===== src/hw/rtl/smid_pkg.sv =====
// Shared types, constants and bit-level helpers for the square marker id decoder.
package smid_pkg;

    localparam int GRID   = 7;
    localparam int PAY    = 5;
    localparam int ROTS   = 4;
    localparam int CELL_W = GRID * GRID;
    localparam int PAY_W  = PAY * PAY;
    localparam int ID_W   = 2 * PAY;

    typedef logic [PAY_W-1:0]  grid_t;
    typedef logic [CELL_W-1:0] cells_t;
    typedef logic [2:0]        row_dist_t;
    typedef logic [4:0]        total_t;
    typedef logic [1:0]        rot_t;
    typedef logic [ID_W-1:0]   marker_id_t;

    typedef enum logic [1:0] {
        ST_DECODED  = 2'd0,
        ST_BORDER   = 2'd1,
        ST_NO_MATCH = 2'd2
    } status_t;

    typedef struct packed {
        status_t    status;
        marker_id_t marker_id;
        rot_t       rotation;
        total_t     distance;
    } result_t;

    // bit x of a codeword is column x of a payload row
    localparam logic [PAY-1:0] CODEWORDS [ROTS] = '{5'h01, 5'h1D, 5'h12, 5'h0E};

    function automatic cells_t border_mask();
        cells_t m;
        m = '0;
        for (int r = 0; r < GRID; r++) begin
            for (int c = 0; c < GRID; c++) begin
                if (r == 0 || r == GRID - 1 || c == 0 || c == GRID - 1) begin
                    m[r*GRID+c] = 1'b1;
                end
            end
        end
        return m;
    endfunction

    function automatic grid_t extract_payload(cells_t cells);
        grid_t g;
        for (int r = 0; r < PAY; r++) begin
            for (int c = 0; c < PAY; c++) begin
                g[r*PAY+c] = cells[(r+1)*GRID+c+1];
            end
        end
        return g;
    endfunction

    // new(i, j) = old(PAY-1-j, i)
    function automatic grid_t quarter_turn(grid_t g);
        grid_t t;
        for (int i = 0; i < PAY; i++) begin
            for (int j = 0; j < PAY; j++) begin
                t[i*PAY+j] = g[(PAY-1-j)*PAY+i];
            end
        end
        return t;
    endfunction

    function automatic grid_t rotate_n(grid_t g, rot_t n);
        grid_t t;
        t = g;
        for (int i = 0; i < ROTS - 1; i++) begin
            if (i < int'(n)) begin
                t = quarter_turn(t);
            end
        end
        return t;
    endfunction

    // Hamming distance of one row to its nearest codeword
    function automatic row_dist_t row_distance(logic [PAY-1:0] row);
        row_dist_t best;
        row_dist_t d;
        logic [PAY-1:0] x;
        best = row_dist_t'(PAY);
        for (int p = 0; p < ROTS; p++) begin
            x = row ^ CODEWORDS[p];
            d = '0;
            for (int b = 0; b < PAY; b++) begin
                d = d + row_dist_t'(x[b]);
            end
            if (d < best) begin
                best = d;
            end
        end
        return best;
    endfunction

endpackage


===== src/hw/rtl/smid_cand_if.sv =====
// Candidate channel: one 7x7 grid of binarised cell bits per transfer.
interface smid_cand_if;
    logic                  valid;
    logic                  ready;
    logic [smid_pkg::CELL_W-1:0] cell_bits;

    modport source (output valid, output cell_bits, input ready);
    modport sink   (input valid, input cell_bits, output ready);
endinterface


===== src/hw/rtl/smid_res_if.sv =====
// Result channel: decode status, id, rotation and distance per transfer.
interface smid_res_if;
    logic                 valid;
    logic                 ready;
    smid_pkg::status_t    status;
    smid_pkg::marker_id_t marker_id;
    smid_pkg::rot_t       rotation;
    smid_pkg::total_t     distance;

    modport source (output valid, output status, output marker_id, output rotation,
                    output distance, input ready);
    modport sink   (input valid, input status, input marker_id, input rotation,
                    input distance, output ready);
endinterface


===== src/hw/rtl/square_marker_id_decode_unit.sv =====
// Top level of the square marker id decoder: four-stage valid/ready pipeline.
//
//  channel   dir   payload                                  per transfer
//  cand      in    cell_bits[48:0]                          one 7x7 candidate
//  result    out   status, marker_id, rotation, distance    one decode result
//
// Throughput: one candidate per cycle sustained while result is ready. The candidate
// transfer loads stage 1; the item then moves through stages 2, 3 and 4, and
// result.valid rises once it is in the stage 4 output register.
// Stage 1 checks the border and lifts the 5x5 payload; stage 2 scores every row
// of all four rotations; stage 3 sums the row scores; stage 4 picks the best
// rotation and packs the id into the output register.
// Reset clears the stage valid bits only; payload registers are not reset.
// A stall on result holds each full stage with no empty stage after it; ready ripples
// back stage by stage, so empty stages keep taking candidates while the output waits.
module square_marker_id_decode_unit (
    input  logic            clk,
    input  logic            rst_n,
    smid_cand_if.sink       cand,
    smid_res_if.source      result
);

    localparam smid_pkg::cells_t BORDER_MASK = smid_pkg::border_mask();

    // stage valids
    logic v1_reg, v2_reg, v3_reg, v4_reg;
    logic adv1, adv2, adv3, adv4;

    // stage payloads
    smid_pkg::grid_t   pay1_reg, pay2_reg, pay3_reg;
    logic              bad1_reg, bad2_reg, bad3_reg;
    smid_pkg::row_dist_t [smid_pkg::ROTS-1:0][smid_pkg::PAY-1:0] dist2_reg;
    smid_pkg::total_t    [smid_pkg::ROTS-1:0]                    tot3_reg;
    smid_pkg::result_t res4_reg;

    // combinational next values
    smid_pkg::row_dist_t [smid_pkg::ROTS-1:0][smid_pkg::PAY-1:0] dist2_next;
    smid_pkg::total_t    [smid_pkg::ROTS-1:0]                    tot3_next;
    smid_pkg::result_t res4_next;

    // a stage moves when it is empty or the one after it moves
    assign adv4 = !v4_reg || result.ready;
    assign adv3 = !v3_reg || adv4;
    assign adv2 = !v2_reg || adv3;
    assign adv1 = !v1_reg || adv2;

    assign cand.ready = adv1;

    always_ff @(posedge clk or negedge rst_n)
    begin
        if (!rst_n)
        begin
            v1_reg <= 1'b0;
            v2_reg <= 1'b0;
            v3_reg <= 1'b0;
            v4_reg <= 1'b0;
        end
        else
        begin
            if (adv1) v1_reg <= cand.valid;
            if (adv2) v2_reg <= v1_reg;
            if (adv3) v3_reg <= v2_reg;
            if (adv4) v4_reg <= v3_reg;
        end
    end

    // stage 2: row scores for each rotation
    for (genvar k = 0; k < smid_pkg::ROTS; k++)
    begin : g_rot
        smid_row_score #(
            .ROT (smid_pkg::rot_t'(k))
        ) u_score (
            .grid  (pay1_reg),
            .dists (dist2_next[k])
        );
    end

    // stage 3: per-rotation totals (at most 25, fits five bits)
    always_comb
    begin
        for (int k = 0; k < smid_pkg::ROTS; k++)
        begin
            tot3_next[k] = '0;
            for (int r = 0; r < smid_pkg::PAY; r++)
            begin
                tot3_next[k] = tot3_next[k] + smid_pkg::total_t'(dist2_reg[k][r]);
            end
        end
    end

    // stage 4: best rotation and id
    smid_pick u_pick (
        .totals     (tot3_reg),
        .grid       (pay3_reg),
        .border_bad (bad3_reg),
        .res        (res4_next)
    );

    always_ff @(posedge clk)
    begin
        if (adv1)
        begin
            pay1_reg <= smid_pkg::extract_payload(cand.cell_bits);
            bad1_reg <= |(cand.cell_bits & BORDER_MASK);
        end
        if (adv2)
        begin
            dist2_reg <= dist2_next;
            pay2_reg  <= pay1_reg;
            bad2_reg  <= bad1_reg;
        end
        if (adv3)
        begin
            tot3_reg <= tot3_next;
            pay3_reg <= pay2_reg;
            bad3_reg <= bad2_reg;
        end
        if (adv4)
        begin
            res4_reg <= res4_next;
        end
    end

    assign result.valid     = v4_reg;
    assign result.status    = res4_reg.status;
    assign result.marker_id = res4_reg.marker_id;
    assign result.rotation  = res4_reg.rotation;
    assign result.distance  = res4_reg.distance;

    // border rejects carry nothing else
    a_border_clean: assert property (@(posedge clk) disable iff (!rst_n)
        v4_reg && res4_reg.status == smid_pkg::ST_BORDER |->
            res4_reg.marker_id == '0 && res4_reg.rotation == '0 && res4_reg.distance == '0)
        else $error("border reject with non-zero fields");

    // a decoded id means an exact match
    a_decoded_exact: assert property (@(posedge clk) disable iff (!rst_n)
        v4_reg && res4_reg.status == smid_pkg::ST_DECODED |-> res4_reg.distance == '0)
        else $error("decoded result with non-zero distance");

    // a fresh result must come from a full stage 3
    a_result_source: assert property (@(posedge clk) disable iff (!rst_n)
        $rose(v4_reg) |-> $past(v3_reg))
        else $error("result valid without a stage 3 item");

    // a held result must not be overwritten
    a_result_hold: assert property (@(posedge clk) disable iff (!rst_n)
        v4_reg && !result.ready |=> v4_reg && $stable(res4_reg))
        else $error("stalled result changed");

    // distance never exceeds the payload size
    a_dist_range: assert property (@(posedge clk) disable iff (!rst_n)
        v4_reg |-> res4_reg.distance <= smid_pkg::total_t'(smid_pkg::PAY_W))
        else $error("distance out of range");

endmodule


===== src/hw/rtl/smid_row_score.sv =====
// Row scores of one rotation: nearest-codeword distance per payload row.
module smid_row_score #(
    parameter logic [1:0] ROT = 2'd0
) (
    input  smid_pkg::grid_t                        grid,
    output smid_pkg::row_dist_t [smid_pkg::PAY-1:0] dists
);

    smid_pkg::grid_t rot_grid;

    assign rot_grid = smid_pkg::rotate_n(grid, ROT);

    always_comb
    begin
        for (int r = 0; r < smid_pkg::PAY; r++)
        begin
            dists[r] = smid_pkg::row_distance(rot_grid[r*smid_pkg::PAY +: smid_pkg::PAY]);
        end
    end

endmodule


===== src/hw/rtl/smid_pick.sv =====
// Best-rotation select and id packing.
module smid_pick (
    input  smid_pkg::total_t [smid_pkg::ROTS-1:0] totals,
    input  smid_pkg::grid_t                       grid,
    input  logic                                  border_bad,
    output smid_pkg::result_t                     res
);

    smid_pkg::total_t     best_d;
    smid_pkg::rot_t       best_k;
    smid_pkg::grid_t      best_g;
    smid_pkg::marker_id_t id;

    always_comb
    begin
        best_d = totals[0];
        best_k = '0;
        // strict less-than keeps the earlier rotation on a tie
        for (int k = 1; k < smid_pkg::ROTS; k++)
        begin
            if (totals[k] < best_d)
            begin
                best_d = totals[k];
                best_k = smid_pkg::rot_t'(k);
            end
        end

        best_g = smid_pkg::rotate_n(grid, best_k);
        for (int r = 0; r < smid_pkg::PAY; r++)
        begin
            id[smid_pkg::ID_W-1-2*r] = best_g[r*smid_pkg::PAY+1];
            id[smid_pkg::ID_W-2-2*r] = best_g[r*smid_pkg::PAY+3];
        end

        if (border_bad)
        begin
            res.status    = smid_pkg::ST_BORDER;
            res.marker_id = '0;
            res.rotation  = '0;
            res.distance  = '0;
        end
        else if (best_d == '0)
        begin
            res.status    = smid_pkg::ST_DECODED;
            res.marker_id = id;
            res.rotation  = best_k;
            res.distance  = best_d;
        end
        else
        begin
            res.status    = smid_pkg::ST_NO_MATCH;
            res.marker_id = '0;
            res.rotation  = best_k;
            res.distance  = best_d;
        end
    end

endmodule

===== src/flat_wrapper.sv =====
// flat-port wrapper written by rule: the top's interface ports become plain ports
module square_marker_id_decode_unit_flat 
  (clk, rst_n, cand_valid, cand_cell_bits, cand_ready, result_valid, result_status, result_marker_id, result_rotation, result_distance, result_ready);
  smid_cand_if cand_i ();
  smid_res_if result_i ();
  input  logic clk;
  input  logic rst_n;
  input wire logic [$bits(cand_i.valid)-1:0] cand_valid;
  input wire logic [$bits(cand_i.cell_bits)-1:0] cand_cell_bits;
  output wire logic [$bits(cand_i.ready)-1:0] cand_ready;
  output wire logic [$bits(result_i.valid)-1:0] result_valid;
  output wire logic [$bits(result_i.status)-1:0] result_status;
  output wire logic [$bits(result_i.marker_id)-1:0] result_marker_id;
  output wire logic [$bits(result_i.rotation)-1:0] result_rotation;
  output wire logic [$bits(result_i.distance)-1:0] result_distance;
  input wire logic [$bits(result_i.ready)-1:0] result_ready;
  assign cand_i.valid = cand_valid;
  assign cand_i.cell_bits = cand_cell_bits;
  assign cand_ready = cand_i.ready;
  assign result_valid = result_i.valid;
  assign result_status = result_i.status;
  assign result_marker_id = result_i.marker_id;
  assign result_rotation = result_i.rotation;
  assign result_distance = result_i.distance;
  assign result_i.ready = result_ready;
  square_marker_id_decode_unit u_core (.clk(clk), .rst_n(rst_n), .cand(cand_i), .result(result_i));
endmodule

===== config.mk =====
export PLATFORM = sky130hd
export DESIGN_NAME = square_marker_id_decode_unit_flat
export DESIGN_NICKNAME = d
export VERILOG_FILES = /design/src/hw/rtl/smid_pkg.sv /design/src/hw/rtl/smid_cand_if.sv /design/src/hw/rtl/smid_res_if.sv /design/src/hw/rtl/square_marker_id_decode_unit.sv /design/src/hw/rtl/smid_row_score.sv /design/src/hw/rtl/smid_pick.sv /design/src/flat_wrapper.sv
export SDC_FILE = /design/constraint.sdc
export NUM_CORES = 1
export LEC_CHECK = 0
export BUFFER_PORTS_ARGS = -buffer_cell sky130_fd_sc_hd__buf_2
export CORE_MARGIN = 5
export CORE_UTILIZATION = 50
export DETAILED_ROUTE_END_ITERATION = 6
export GPL_TIMING_DRIVEN = 0
export PLACE_DENSITY_LB_ADDON = 0.1
export SKIP_LAST_GASP = 1
export SLEW_MARGIN = 20
export SYNTH_ARGS = -nofsm -noshare
export SYNTH_HDL_FRONTEND = slang
export SYNTH_SLANG_ARGS = --single-unit

===== constraint.sdc =====
create_clock -name clk -period 9.5 [get_ports clk]
set_input_delay 0.475 -clock clk [delete_from_list [all_inputs] [get_ports clk]]
set_output_delay 0.475 -clock clk [all_outputs]
set_load 0.03 [all_outputs]

==> impl_metrics.ini, run 1 <==
[status]
status = finished clean

[route]
antenna_left = 0
drtPass1Iterations = 5
drt_wl_total_um = 40500
dr_total_vias = 12572
avgRoutedWirePerCell_um = 16.9
first_iter_violations = 603
via_per_inst = 5.26
route.detailed.drc = 0

[timing]
tightest_slew_ns = 1.13
fin_tns_setup_ns = 0
setup_viol = 0
hold_violations = 0
relSlewSlack_pct = 24.6
setup_ws_ns = 3.30
maxSlewViolCount = 0
period_share_pct = 65.3
min_period_ns = 6.20
fmax_mhz = 161
fin_skew_ns = 0.0194
rsz0062_at_grt = no

[cts]
insertion_delay_ns = 0.46
post_cts_buffers = 0
cts.sinks = 163
cts_buffer_depth = 2
htree_levels = 4
cts_resized = 0
cts_tree = built
clk_pin_slew_worst_paths_ns = 0.08
cts_inserted_buffers = 17
clock-root-buffer = clkbuf_16

[synth]
synth-seq-cells = 163
synth_cell_types = 55
async_flop_share_pct = 2.45
synthTopCellsByArea = edfxtp_1 26%, fa_1 20%, ha_1 19%
yosys-top-cells-count = 390 x inv_1, 281 x ha_1, 188 x fa_1, 159 x edfxtp_1, 139 x nor2_1
yosysMostFrequentCell = inv_1
yosysSeqAreaShare_pct = 26.2
synth_largest_area_cell = edfxtp_1
ys.warnings.count = 0
synth-main-ff-cell = edfxtp_1
synth_nets = 2336
synth_edf_count = 159
syn_inst = 1814
synth_top_area_share_pct = 25.7
synth_area_um2 = 18600
syn_avg_cell_area_um2 = 10.3

[layout]
antenna_cells = 0
largest_reg_flops = 60
layout.nets = 2433
regArea_um2 = 4870
multi_input_area_um2 = 12300
drive_above_1_share_pct = 9.88
area_growth_pct = 8.69
fillers = 3221

[floorplan]
die_area_um2 = 41200
die-height_um = 203
die_x_um = 203
core_area_um2 = 36700
num_rows = 70
start_util_pct = 50.7
io_pins = 74

[place]
dp_hpwl_um = 33000
dp_slack_ns = 3.35
port-buffer-count = 73
routabilityCongestion = 0.863

[critical_path]
required_ns = 9.69
crit_type = reg2reg
max_stage_delay_ns = 0.48
critPathMaxFanout = 10
r2r.worst_path.cells = 25
r2r_slack_ns = 3.30
worstReg2RegEnd = u_core.result.marker_id[9]$_SDFFCE_PP0P_
reg2reg_from = u_core.tot3_reg[2]$_DFFE_PP_
cpMaxStageDelayCell = clkbuf_1
crit_path_start_kind = flop
worst_ep_arrival_time_ns = 6.40
end_kind = flop

[pwr]
p_leak_nw = 9.99
p_switching_mw = 3.53
p_comb_share_pct = 72.2
ir_worst_vdd_mv = 0.190
powerDensity_nw_per_um2 = 369
power_frac_seq_pct = 18.5
clkPwrFrac_pct = 9.3
p_int_mw = 3.93
switching_share_pct = 47.3

[global_route]
grt_start_max_net_pins = 44
antenna_found_initial = 0
grt_overflow_total = 0
grt_first_pass_wirelength_um = 65900
grt_pass1_vias = 12810
track_usage_pct = 20.4

[min_path]
hp-start = cand_cell_bits[9]
whs_path_depth = 1
hold_end = u_core.pay1_reg[1]$_DFFE_PP_
hp-class = in2reg

[run]
maxCapViolations = 0
critical path, delay by kind of cell, from the launching register on:
family / cells / cell delay (ns)
muxes: 1 / 0.22
buffers and inverters: 4 / 0.99
AOI/OAI and AO/OA: 12 / 2.67
adders and majority gates: 3 / 0.84
DFF: 1 / 0.39
and+or+nand+nor: 5 / 0.82
layer usage:
metal	vias up	share of wire (%)	global-route usage, %	routed length [um]
li1	6229	-	-	-
met1	6071	46	27.1	18500
met2	228	48	35.1	19500
met3	44	3.8	3.11	1540
met4	0	2.3	5.63	927
met5	-	0	0	0
power groups by stage:
stage | Clock [mW] | Sequential [mW] | Combinational [mW]
floorplan | 0 | 1.33 | 4.11
global placement | 0 | 1.40 | 5.18
detailed placement | 0 | 1.40 | 5.34
CTS | 0.712 | 1.38 | 5.39
global route | 0.741 | 1.40 | 6.14
finish | 0.696 | 1.38 | 5.39
cell usage in the layout (no fill, tap or decap), drive strengths merged, types with 3 or more instances in the layout:
cell type and count:
a211oi 11, a21bo 18, a21o 54, a21oi 76, a31oi 7, and2 3
buf 80, clkbuf 20, clkinv 4, dfrtp 4, edfxtp 159, fa 188
ha 281, inv 399, mux2 28, mux2i 71, nand2 96, nand2b 42
nand3 47, nand3b 37, nand4 3, nor2 139, nor2b 6, nor3 6
nor4 8, o211ai 13, o21ai 53, o21ba 20, o21bai 9, or3b 4
xnor2 10, xor2 4
worst max path at each step:
stage / slack [ns] / start / end / cells past startpoint
floorplan: 4.44 / u_core.tot3_reg[2]$_DFFE_PP_ / u_core.result.marker_id[9]$_SDFFCE_PP0P_ / 24
global placement: 3.34 / u_core.tot3_reg[2]$_DFFE_PP_ / u_core.result.marker_id[9]$_SDFFCE_PP0P_ / 25
CTS: 3.30 / u_core.tot3_reg[2]$_DFFE_PP_ / u_core.result.distance[4]$_SDFFCE_PP0P_ / 25
finish: 3.30 / u_core.tot3_reg[2]$_DFFE_PP_ / u_core.result.marker_id[9]$_SDFFCE_PP0P_ / 25
detailed placement: 3.35 / u_core.tot3_reg[2]$_DFFE_PP_ / u_core.result.marker_id[4]$_SDFFCE_PP0P_ / 25
global route: 2.80 / u_core.tot3_reg[2]$_DFFE_PP_ / u_core.result.marker_id[4]$_SDFFCE_PP0P_ / 25
cell type report:
cell class              instances  area share (%)
repair buffers                 78            2.22
well taps                     468            2.89
inverters                     390            7.24
clock buffers                  18            2.12
clock inverters                14           0.687
plain buffers                   5           0.118
multi-input cells            1256            60.6
flip-flops and latches        163            24.1
kinds of logic (layout without fill, tap and decap cells):
kind of cell,count (synthesis),after routing,share of synthesized area (%)
AO/OA/AOI/OAI,277,277,10.3
XOR/XNOR,14,14,0.659
adder cells (fa/ha/maj),469,469,39.1
buffers and inverters,395,505,7.99
flip-flops,163,163,26.2
multiplexers,99,99,5.51
AND/OR/NAND/NOR,397,397,10.2
timing repair:
action | 4_1_cts | 5_1_grt
hold buffers | 1 | 0
endpoints found under the hold margin | 4 | 0
setup endpoints to repair | 0 | 0
metrics by stage:
step | std cells | util [%] | hold slack (ns) | cell area, um2 | total power, mW
after floorplan | 1814 | - | 0.179 | 18600 | 5.44
after global placement | 2355 | 53.3 | 0.284 | 19600 | 6.59
after detailed placement | 2359 | 53.5 | 0.288 | 19700 | 6.74
after CTS | 2392 | 55.1 | 0.165 | 20200 | 7.49
after global routing | 2392 | 55.1 | 0.167 | 20200 | 8.28
final | 2392 | 55.1 | 0.178 | 20200 | 7.46
Power figures use the tool's default switching activity.
==> run 2: changes to the inputs <==
ABC_AREA = 1   (was default)
clock period = 5.8 ns   (was 9.5 ns; I/O delays follow)
==> run 2 against run 1 <==
  * Critical path depth is 8 lower
  * Global-route usage decreased by 0.38 points
  * Routed wire length down 7.7%
  * Cell count is 3.1% higher
  * Core utilization up 0.69 points
  * Via count down 2.5%
  * Non-clock buffer count rose by 17
  * Register-to-register slack got worse by 2.9 ns
  * Clock-buffer cell count is 1 lower
  * Critical path type unchanged
  * Largest cell class unchanged
  * Highest routed layer unchanged
==> impl_metrics.ini, run 2 <==
[layout]
final_common_cell = inv_1
fillers = 3099
largest_reg_flops = 60
final_cells = 2467
area_growth_pct = 9.69
drive_above_1_share_pct = 7.26
antenna_cells = 0
layout.nets = 2521
final_cell_mix = 476 x inv_1, 336 x nand2_1, 281 x ha_1, 188 x fa_1, 159 x edfxtp_1

[floorplan]
num_rows = 68
die_x_um = 198
start_util_pct = 50.9
die_area_um2 = 39200
core_area_um2 = 34700
die-height_um = 198
io_pins = 74

[critical_path]
r2r.worst_path.cells = 17
crit_path_start_kind = flop
worstPathCellList = inv_1 -> fa_1 -> fa_1 -> inv_1 -> ha_1 -> inv_1 -> ha_1 -> nand3_1 -> nand2_1 -> o21ai_0 -> ha_1 -> a21oi_1 -> o21bai_1 -> o21ai_0 -> ha_1 -> a21oi_1 -> o21ai_0
crit_type = reg2reg
worst_ep_arrival_time_ns = 5.57
max_stage_delay_ns = 0.84
end_kind = flop
required_ns = 5.96
crit_top_cell = ha_1
cpMaxStageDelayCell = inv_1
critPathMaxFanout = 12

[synth]
synthTopCellsByArea = edfxtp_1 27%, fa_1 21%, ha_1 20%
synth_nets = 2411
yosys-top-cells-count = 479 x inv_1, 337 x nand2_1, 281 x ha_1, 188 x fa_1, 159 x edfxtp_1
synth-seq-cells = 163
async_flop_share_pct = 2.45
muxShareOfSynthArea_pct = 0
synth-simple-area-share_pct = 12.2
synth_top_family_by_area = adder cells
synth-main-ff-cell = edfxtp_1
synth_area_um2 = 17700
synth_compound_area_share_pct = 7.71
synth_largest_area_cell = edfxtp_1
synth_cell_types = 35
synth_edf_count = 159
yosysMostFrequentCell = inv_1
synth_top_area_share_pct = 27.0
synth_xor_area_share_pct = 0.694
syn_avg_cell_area_um2 = 9.35
ys.warnings.count = 0
syn_inst = 1889
synthAdderAreaFrac_pct = 41.2
yosysSeqAreaShare_pct = 27.6

[route]
drt_wl_total_um = 37400
avgRoutedWirePerCell_um = 15.2
antenna_left = 0
route.detailed.drc = 0
drtPass1Iterations = 5
via_per_inst = 4.97
first_iter_violations = 479
dr_total_vias = 12263

[cts]
clock-root-buffer = clkbuf_16
insertion_delay_ns = 0.44
cts_tree = built
htree_levels = 4
cts_inserted_buffers = 17
cts.sinks = 163
cts_buffer_depth = 2
clk_pin_slew_worst_paths_ns = 0.07

[place]
port-buffer-count = 73
routabilityCongestion = 0.872
dp_slack_ns = 0.312
dp_hpwl_um = 30500
dpl.cell_count = 2420

[timing]
hold_violations = 0
setup_ws_ns = 0.391
tightest_slew_ns = 1.08
relSlewSlack_pct = 27.7
min_period_ns = 5.41
rsz0062_at_grt = no
setup_viol = 0
maxSlewViolCount = 0
fmax_mhz = 185
period_share_pct = 93.3
fin_skew_ns = 0.00872
fin_tns_setup_ns = 0

[run]
maxCapViolations = 0

[min_path]
hp-class = in2reg
whs_path_depth = 1

[global_route]
grt_pass1_vias = 12320
grt_first_pass_wirelength_um = 61600
grt_overflow_total = 0
grt_start_max_net_pins = 46
track_usage_pct = 20.1
antenna_found_initial = 0

[status]
status = finished clean
-- run 2: cell count changes after synthesis, moves of 18 or more --
| cell | before | now |
|---|---|---|
| mux2_2 | 28 | 0 |
| nand2_1 | 96 | 337 |
| nand2b_1 | 42 | 0 |
| a21bo_2 | 18 | 0 |
| a21o_1 | 54 | 0 |
| nor2_1 | 139 | 41 |
| o21ai_0 | 50 | 128 |
| mux2i_1 | 71 | 0 |
| o21ba_2 | 20 | 0 |
| inv_1 | 390 | 479 |
| nand3b_1 | 37 | 4 |
| nand3_1 | 47 | 83 |
-- run 2: final cells by class --
type                            instances  area, um2  area share, %
Sequential cell                       163       4870           25.2
Buffer                                  9       57.6          0.297
Clock buffer                           17        425           2.20
Multi-Input combinational cell       1234      10900           56.4
Clock inverter                         15        140          0.723
Tap cell                              455        569           2.94
Inverter                              483       1820           9.39
Timing Repair Buffer                   91        568           2.93
-- run 2: cells by family after synthesis --
logic type	Yosys count
AOI/OAI and AO/OA	247
DFF	163
xor gates and xnor gates	14
and+or+nand+nor	504
adders and majority gates	469
buffers and inverters	492
-- run 2: worst max-delay path: cells and delay by family, from the launching register on --
family	cells	cell delay, ns
buf+inv	3	1.01
compound gates	6	1.39
flops	1	0.62
fa+ha+maj	6	1.92
simple gates	2	0.17
-- run 2: per-stage QoR --
stage          area (um2)  utilization, %  hold WS (ns)
2_1_floorplan       17700               -      -0.00559
3_3_place_gp        18600            53.6         0.105
3_5_place_dp        18700            53.8        0.0996
4_1_cts             19300            55.6     0.0000211
5_1_grt             19400            55.8       0.00101
6_report            19400            55.8        0.0240
-- run 2: path summary, 6_finish.rpt --
path / slack, ns / startpoint / endpoint
max in group asynchronous: 5.51 / rst_n / u_core.v1_reg$_DFFE_PN0P_
min reg2reg: 0.42 / u_core.pay2_reg[21]$_DFFE_PP_ / u_core.pay3_reg[21]$_DFFE_PP_
min: 0.02 / cand_cell_bits[25] / u_core.pay1_reg[13]$_DFFE_PP_
max reg2reg: 0.39 / u_core.pay1_reg[11]$_DFFE_PP_ / u_core.dist2_reg[8]$_DFFE_PP_
min in group asynchronous: 0.17 / rst_n / u_core.result.valid$_DFFE_PN0P_
max: 0.39 / u_core.pay1_reg[11]$_DFFE_PP_ / u_core.dist2_reg[8]$_DFFE_PP_
-- run 2: layer usage --
layer / GRT usage, % / wire length, um
met1: 26.4 / 17000
met2: 34.4 / 18100
met3: 2.81 / 1190
met4: 6.55 / 1110
met5: 0 / 0
-- run 2: repair_timing --
item | in CTS | in global routing
hold buffers | 8 | 1
buffers inserted | 0 | 6
gates resized for setup | 0 | 1
endpoints found under the setup margin | 0 | 2
endpoints found under the hold margin | 11 | 1
Power of run 2 is left out: the tool's default activity adds up to more than one toggle a clock period on the data nets, which glitch-free logic cannot reach.
